File: src/rtl/sem_pkg.sv
package sem_pkg;

    localparam int DEF_MAX_WIDTH  = 1024;
    localparam int DEF_MAX_HEIGHT = 1024;

    localparam int PIX_W   = 8;
    localparam int CFG_W   = 11;
    localparam int GRAD_W  = 11;
    localparam int SQ_W    = 20;
    localparam int RAD_W   = 16;
    localparam int REM_W   = 11;

    localparam int WIDTH_RESET  = 640;
    localparam int HEIGHT_RESET = 480;
    localparam int MIN_SIZE     = 3;

    localparam logic [SQ_W:0]    MAG_SAT_LIMIT = (SQ_W+1)'(65025);
    localparam logic [PIX_W-1:0] MAG_MAX       = PIX_W'(255);

    localparam int SQRT_STAGES = 4;

    typedef enum logic [0:0] {
        CFG_IMAGE_WIDTH  = 1'b0,
        CFG_IMAGE_HEIGHT = 1'b1
    } t_cfg_idx;

    typedef struct packed {
        logic                     valid;
        logic                     last;
        logic signed [GRAD_W-1:0] gx;
        logic signed [GRAD_W-1:0] gy;
    } t_grad;

    typedef struct packed {
        logic             valid;
        logic             last;
        logic             sat;
        logic [RAD_W-1:0] rad;
        logic [REM_W-1:0] rem;
        logic [PIX_W-1:0] root;
    } t_sqrt;

    // saturate a size into [3, hi] and return size - 1
    function automatic int clamp_last(int v, int hi);
        int s;
        begin
            s = v;
            if (v < MIN_SIZE) begin
                s = MIN_SIZE;
            end else if (v > hi) begin
                s = hi;
            end
            return s - 1;
        end
    endfunction

    // 1-2-1 weighted sum of three pixels
    function automatic logic [PIX_W+1:0] col_sum(logic [PIX_W-1:0] a,
                                                 logic [PIX_W-1:0] b,
                                                 logic [PIX_W-1:0] c);
        return {2'b00, a} + {1'b0, b, 1'b0} + {2'b00, c};
    endfunction

    // one restoring square root digit
    function automatic t_sqrt sqrt_step(t_sqrt s);
        t_sqrt            r;
        logic [REM_W-1:0] rem_sh;
        logic [REM_W-1:0] trial;
        begin
            r      = s;
            rem_sh = {s.rem[REM_W-3:0], s.rad[RAD_W-1 -: 2]};
            trial  = {1'b0, s.root, 2'b01};
            if (rem_sh >= trial) begin
                r.rem  = rem_sh - trial;
                r.root = {s.root[PIX_W-2:0], 1'b1};
            end else begin
                r.rem  = rem_sh;
                r.root = {s.root[PIX_W-2:0], 1'b0};
            end
            r.rad = {s.rad[RAD_W-3:0], 2'b00};
            return r;
        end
    endfunction

endpackage

File: src/rtl/sem_magnitude.sv
module sem_magnitude (
    input  logic                      i_clk,
    input  logic                      i_rst_n,
    input  logic                      i_en,
    input  sem_pkg::t_grad            i_grad,
    output logic                      o_valid,
    output logic [sem_pkg::PIX_W-1:0] o_magnitude,
    output logic                      o_last
);

    import sem_pkg::*;

    logic signed [2*GRAD_W-1:0] px, py;
    logic                       r_a_valid, r_a_last;
    logic [SQ_W-1:0]            r_sqx, r_sqy;
    logic [SQ_W:0]              sum;

    t_sqrt r_sq [SQRT_STAGES+1];

    logic             r_out_valid;
    logic             r_out_last;
    logic [PIX_W-1:0] r_out_mag;

    assign px  = i_grad.gx * i_grad.gx;
    assign py  = i_grad.gy * i_grad.gy;
    assign sum = {1'b0, r_sqx} + {1'b0, r_sqy};

    always_ff @(posedge i_clk) begin
        if (!i_rst_n) begin
            r_a_valid <= 1'b0;
        end else if (i_en) begin
            r_a_valid <= i_grad.valid;
        end
    end

    always_ff @(posedge i_clk) begin
        if (i_en) begin
            r_a_last <= i_grad.last;
            r_sqx    <= px[SQ_W-1:0];
            r_sqy    <= py[SQ_W-1:0];
        end
    end

    // saturate, then two root digits per stage
    always_ff @(posedge i_clk) begin
        if (!i_rst_n) begin
            for (int i = 0; i <= SQRT_STAGES; i++) begin
                r_sq[i].valid <= 1'b0;
            end
        end else if (i_en) begin
            r_sq[0].valid <= r_a_valid;
            r_sq[0].last  <= r_a_last;
            r_sq[0].sat   <= (sum >= MAG_SAT_LIMIT);
            r_sq[0].rad   <= (sum >= MAG_SAT_LIMIT) ? '0 : sum[RAD_W-1:0];
            r_sq[0].rem   <= '0;
            r_sq[0].root  <= '0;
            for (int i = 1; i <= SQRT_STAGES; i++) begin
                r_sq[i] <= sqrt_step(sqrt_step(r_sq[i-1]));
            end
        end
    end

    always_ff @(posedge i_clk) begin
        if (!i_rst_n) begin
            r_out_valid <= 1'b0;
        end else if (i_en) begin
            r_out_valid <= r_sq[SQRT_STAGES].valid;
        end
    end

    always_ff @(posedge i_clk) begin
        if (i_en) begin
            r_out_last <= r_sq[SQRT_STAGES].last;
            r_out_mag  <= r_sq[SQRT_STAGES].sat ? MAG_MAX : r_sq[SQRT_STAGES].root;
        end
    end

    assign o_valid     = r_out_valid;
    assign o_magnitude = r_out_mag;
    assign o_last      = r_out_last;

    a_out_follows: assert property (@(posedge i_clk) disable iff (!i_rst_n)
        (i_en && r_sq[SQRT_STAGES].valid) |=> r_out_valid)
        else $error("finished root did not reach the output");

    a_no_ghost: assert property (@(posedge i_clk) disable iff (!i_rst_n)
        (i_en && !r_sq[SQRT_STAGES].valid) |=> !r_out_valid)
        else $error("output beat without a root behind it");

    a_rem_bound: assert property (@(posedge i_clk) disable iff (!i_rst_n)
        (r_sq[SQRT_STAGES].valid && !r_sq[SQRT_STAGES].sat)
            |-> (r_sq[SQRT_STAGES].rem <= {2'b00, r_sq[SQRT_STAGES].root, 1'b0}))
        else $error("root remainder out of range");

endmodule

File: config.mk
export PLATFORM = sky130hd
export DESIGN_NAME = sem_magnitude
export DESIGN_NICKNAME = d
export VERILOG_FILES = /design/src/rtl/sem_pkg.sv /design/src/rtl/sem_magnitude.sv
export SDC_FILE = /design/constraint.sdc
export NUM_CORES = 1
export LEC_CHECK = 0
export BUFFER_PORTS_ARGS = -buffer_cell sky130_fd_sc_hd__buf_4
export CAP_MARGIN = 15
export CORE_MARGIN = 2
export CORE_UTILIZATION = 60
export CTS_CLUSTER_DIAMETER = 40
export CTS_CLUSTER_SIZE = 40
export DETAILED_ROUTE_END_ITERATION = 12
export PLACE_DENSITY = 0.85
export SLEW_MARGIN = 20
export SYNTH_ARGS = -nofsm -noshare
export SYNTH_HDL_FRONTEND = slang
export SYNTH_SLANG_ARGS = --single-unit
File: constraint.sdc
create_clock -name i_clk -period 7.82 [get_ports i_clk]
set_input_delay 0.391 -clock i_clk [delete_from_list [all_inputs] [get_ports i_clk]]
set_output_delay 0.391 -clock i_clk [all_outputs]
set_load 0.01 [all_outputs]
# Word-level counts from Yosys, hierarchy flattened
# Memory sizes are Yosys's and may differ from the RTL's.
# Index checks and enable logic that the tools add are counted.
# W data, S select, Z words.
# word_totals
regBits	52
ramBits	190
inputBits	27
wordCells	67
mem_count	1
# classes
addsub	9
n_mul	2
magnitude_cmp	9
n_mux	34
bitwise	5
# mem_list
memory	words	width	read_ports	rd_ports_with_merged_regs	write_ports	line	rtl
r_sq	5	38	5	0	5	sem_magnitude.sv:18	t_sqrt r_sq [SQRT_STAGES+1];
# op_table
cell	count
$mux W19	12
$mux W17	12
$ge A11 B10 Y1	8
$sub A11 B10 Y11	4
$mul A11 B11 Y20	2
$sub A9 B9 Y9	4
$add A20 B20 Y21	1
$ge A21 B16 Y1 const B	1
$mux W16	1
$mux W1	9
$or A1 B1 Y1	5

# Logic depth before layout (Yosys ltp)
# An unclocked memory read counts as a cell.
# depth
word_depth	9
ltp_mapped	22
depth_no_buf	21

# Least setup slack after synthesis
# Ideal clock, no wire load.
# synth_path
path_kind	input port to flip-flop
startpoint	input i_grad[4] in the netlist's numbering
endpoint	register r_sqy[19] (data pin)
setup_ns	0.260
t_arrival_ns	4.999
path_slack_ns	2.561
cell_stages	18
path_cell_list	clkbuf_1 -> and2_1 -> fa_1 -> inv_1 -> fa_1 -> inv_1 -> fa_1 -> fa_1 -> inv_1 -> fa_1 -> inv_1 -> ha_1 -> or3_1 -> a211oi_1 -> or2_2 -> o2111ai_1 -> a21oi_1 -> xnor2_1
# synth_via
elab_chain_cells	1
# synth_rtl
element	line	rtl
start, declared	sem_magnitude.sv:5	input sem_pkg::t_grad i_grad,
$mul A11 B11 Y20	sem_magnitude.sv:25	assign py = i_grad.gy * i_grad.gy;
named net py[19]	sem_magnitude.sv:13	logic signed [2*GRAD_W-1:0] px, py;
end signal, assigned	sem_magnitude.sv:40	r_sqy <= py[SQ_W-1:0];
end, declared	sem_magnitude.sv:15	logic [SQ_W-1:0] r_sqx, r_sqy;
# The timed path passes the listed nets, and every way through them passes these cells.
# A chain may end at the register's enable or synchronous reset.

# Final worst setup path
# layout_path
startpoint	input i_grad[10] in the netlist's numbering
endpoint	register r_sqy[19] (data pin)
# Same word-level chain as after synthesis.

==> impl_metrics.yaml <==
cells_and_area:
  post_route_cells_drive_above_1_share_pct: 7.04
  fillers: 2015
  antenna_cells: 0
  fin_nets: 1996
  areaGrowthSynthToFinish_pct: 7.15
synthesis:
  synth_top_cell_by_area: "edfxtp_1"
  synth_most_common_cell: "inv_1"
  seq_area_frac_synth_pct: 27.5
  syn-instance-count: 1616
  synth_area_um2: 16300
  synth_edf_count: 148
  synth-async-reset-ratio_pct: 0
  avgSynthCellArea_um2: 10.1
  syn_nets: 1977
  synth_cell_types: 80
  ys.flop_type: "edfxtp_1"
  synth_top_area_share_pct: 27.3
  yosysWarnings: 0
  synthTopCellsByArea: "edfxtp_1, fa_1, ha_1"
  ys_top_cells_by_count: "inv_1, fa_1, edfxtp_1, ha_1, nor2_1"
  synth_seq_cells: 150
cts:
  cts.sinks: 150
  cts_max_path_buffers: 2
  clk_pin_slew_worst_paths_ns: 0.07
  post_cts_buffers: 0
  numCtsBuffers: 17
  cts_root_buf: "clkbuf_16"
  ctsResizeCount: 0
  cts_hold_buf: 0
  worstSkewPairLatency_ns: 0.43
  cts_tree: "yes"
  htreeDepth: 4
flow_run:
  max-cap-violations: 0
setup_path:
  crit_chain: "buf_4 > and2_1 > fa_1 > inv_1 > fa_1 > inv_1 > fa_1 > fa_1 > inv_1 > fa_1 > inv_1 > ha_1 > or3_1 > a211oi_1 > or2_2 > o2111ai_1 > a21oi_1 > xnor2_1"
  critPathKind: "in -> reg"
  critPathCaptureType: "register"
  cp_slowest_cell: "fa_1"
  reg2reg_depth: 14
  max_stage_delay_ns: 0.70
  cp_data_required_time_ns: 7.99
  critical_path_arrival_ns: 5.29
  worst_setup_path_start_kind: "input pin"
  worstPathMaxFanout: 21
  crit_top_cell: "fa_1"
hold_path:
  min_path_cells: 1
  min_path_type: "in -> reg"
timing:
  period_share_pct: 65.5
  worstMarginPinSlew_ns: 0.962
  timing.final.crit_period_ns: 5.12
  rsz0062_at_grt: "false"
  hold_viol: 0
  maxClockFrequency_ghz: 0.195
  setup_tns_ns: 0
  postLayoutSetupSlackWorst_ns: 2.70
  skew_ns: 0.0108
  max_slew_margin_pct: 35.6
  finalSetupViolCount: 0
  finalMaxSlewViolations: 0
grt:
  overflow: 0
  grt_pass1_vias: 11860
  grtUsageTotal_pct: 23.3
  grt_start_max_net_pins: 66
  antenna_found_initial: 0
  grt_pass1_wl_um: 53700
place:
  pre_cts_ws_ns: 2.26
  post-dp-hpwl_um: 24800
  gp_congestion: 0.936
  io_buffers: 36
power:
  vdd_drop_max_uv: 474
  p_per_area_nw_per_um2: 373
  p_total_mw: 6.51
  leakage_nw: 8.06
route:
  drtIter0Drc: 871
  postRouteAntennaNets: 0
  vias_per_cell: 5.63
  first_pass_iters: 7
  drcViolationCount: 0
  routedWlPerCell_um: 15.6
  num_vias: 11195
  drt-total-wl_um: 31100
die:
  core_area_um2: 26800
  die_h_um: 169
  rows: 60
  die_w_um: 169
  initial_core_util_pct: 60.8
  ios: 37
  dieArea_um2: 28500
status:
  status: "completed"
## cell families (layout without fill, tap and decap cells)
kind of cell	after synthesis	count (layout)	share of synthesized area (%)
mux	15	15	0.945
xor+xnor	91	91	4.90
compound gates	224	224	9.64
simple gates	445	445	14.4
buf+inv	357	389	8.23
flops	150	150	27.5
fa+ha+maj	334	334	34.3
## cell type report
cell class | count | area, um^2 | area share (%)
inverter | 317 | 1190 | 6.83
multi-input combinational | 1109 | 10500 | 59.9
clock buffer | 18 | 429 | 2.46
clock inverter | 14 | 156 | 0.896
sequential | 150 | 4480 | 25.7
timing repair buffer | 40 | 300 | 1.72
tap | 341 | 427 | 2.45
## power breakdown
group | leakage, nW | internal [mW] | total [mW] | switching (mW)
Combinational | 6.30 | 1.93 | 4.44 | 2.51
Sequential | 1.47 | 1.20 | 1.26 | 0.0608
Clock | 0.281 | 0.453 | 0.810 | 0.357
Total | 8.06 | 3.58 | 6.51 | 2.93
## placed cells by master (no fill, tap or decap), types with 5 or more instances in the layout
master | Yosys | final
a211oi_1 | 11 | 11
a21o_1 | 14 | 14
a21oi_1 | 60 | 60
a31oi_1 | 6 | 6
and2_1 | 58 | 58
and3_1 | 54 | 54
buf_4 | 0 | 40
clkbuf_16 | 0 | 17
edfxtp_1 | 148 | 148
fa_1 | 188 | 188
ha_1 | 146 | 146
inv_1 | 315 | 315
inv_6 | 0 | 6
mux2i_1 | 12 | 12
nand2_1 | 81 | 81
nand2b_1 | 11 | 11
nand3_1 | 22 | 22
nor2_1 | 102 | 102
nor2b_1 | 29 | 29
nor3_1 | 30 | 30
nor3b_1 | 5 | 5
nor4_1 | 5 | 5
o211ai_1 | 8 | 8
o21a_1 | 16 | 16
o21ai_0 | 41 | 41
o21bai_1 | 7 | 7
o31ai_1 | 11 | 11
or2_2 | 14 | 14
or3_1 | 9 | 9
xnor2_1 | 66 | 66
xor2_1 | 25 | 25
## sequential cells by signal (all words and copies together) (netlist names)
register / flops
o_valid: 1
r_a_valid: 1
r_a_last: 1
r_sq: 100
r_sqx: 19
o_last: 1
r_sqy: 19
o_magnitude: 8
## worst max-delay path, delay by kind of cell
| kind | cells | cell delay (ns) |
|---|---|---|
| fa+ha+maj | 6 | 3.01 |
| simple gates | 3 | 0.76 |
| compound gates | 3 | 0.57 |
| buf+inv | 5 | 0.47 |
| xor+xnor | 1 | 0.09 |
## metrics by stage
step | cell area, um^2 | hold slack (ns) | utilization (%) | instances
after floorplan | 16300 | 0.400 | - | 1616
after global placement | 16900 | 0.405 | 62.9 | 1957
after detailed placement | 16900 | 0.405 | 62.9 | 1957
after CTS | 17400 | 0.122 | 65.1 | 1989
after global routing | 17400 | 0.121 | 65.1 | 1989
final | 17400 | 0.137 | 65.1 | 1989
## per-layer routing
layer / part of all wire (%) / GRT usage, % / vias up
li1: - / - / 5385
met1: 40 / 26.8 / 5493
met2: 55 / 44.1 / 248
met3: 2.6 / 2.76 / 69
met4: 3.1 / 8.85 / 0
met5: 0 / 0 / -
## worst paths after layout
kind | from | endpoint | slack, ns
min | i_grad[22] | r_a_last$_DFFE_PP_ | 0.14
max reg2reg | r_sq[0][76]$_DFFE_PP_ | r_sq[0][130]$_DFFE_PP_ | 3.19
max | i_grad[10] | r_sqy[19]$_DFFE_PP_ | 2.70
min reg2reg | r_sq[0][188]$_DFFE_PP_ | o_last$_DFFE_PP_ | 0.42
No activity file was read; power rests on OpenSTA's default activity.
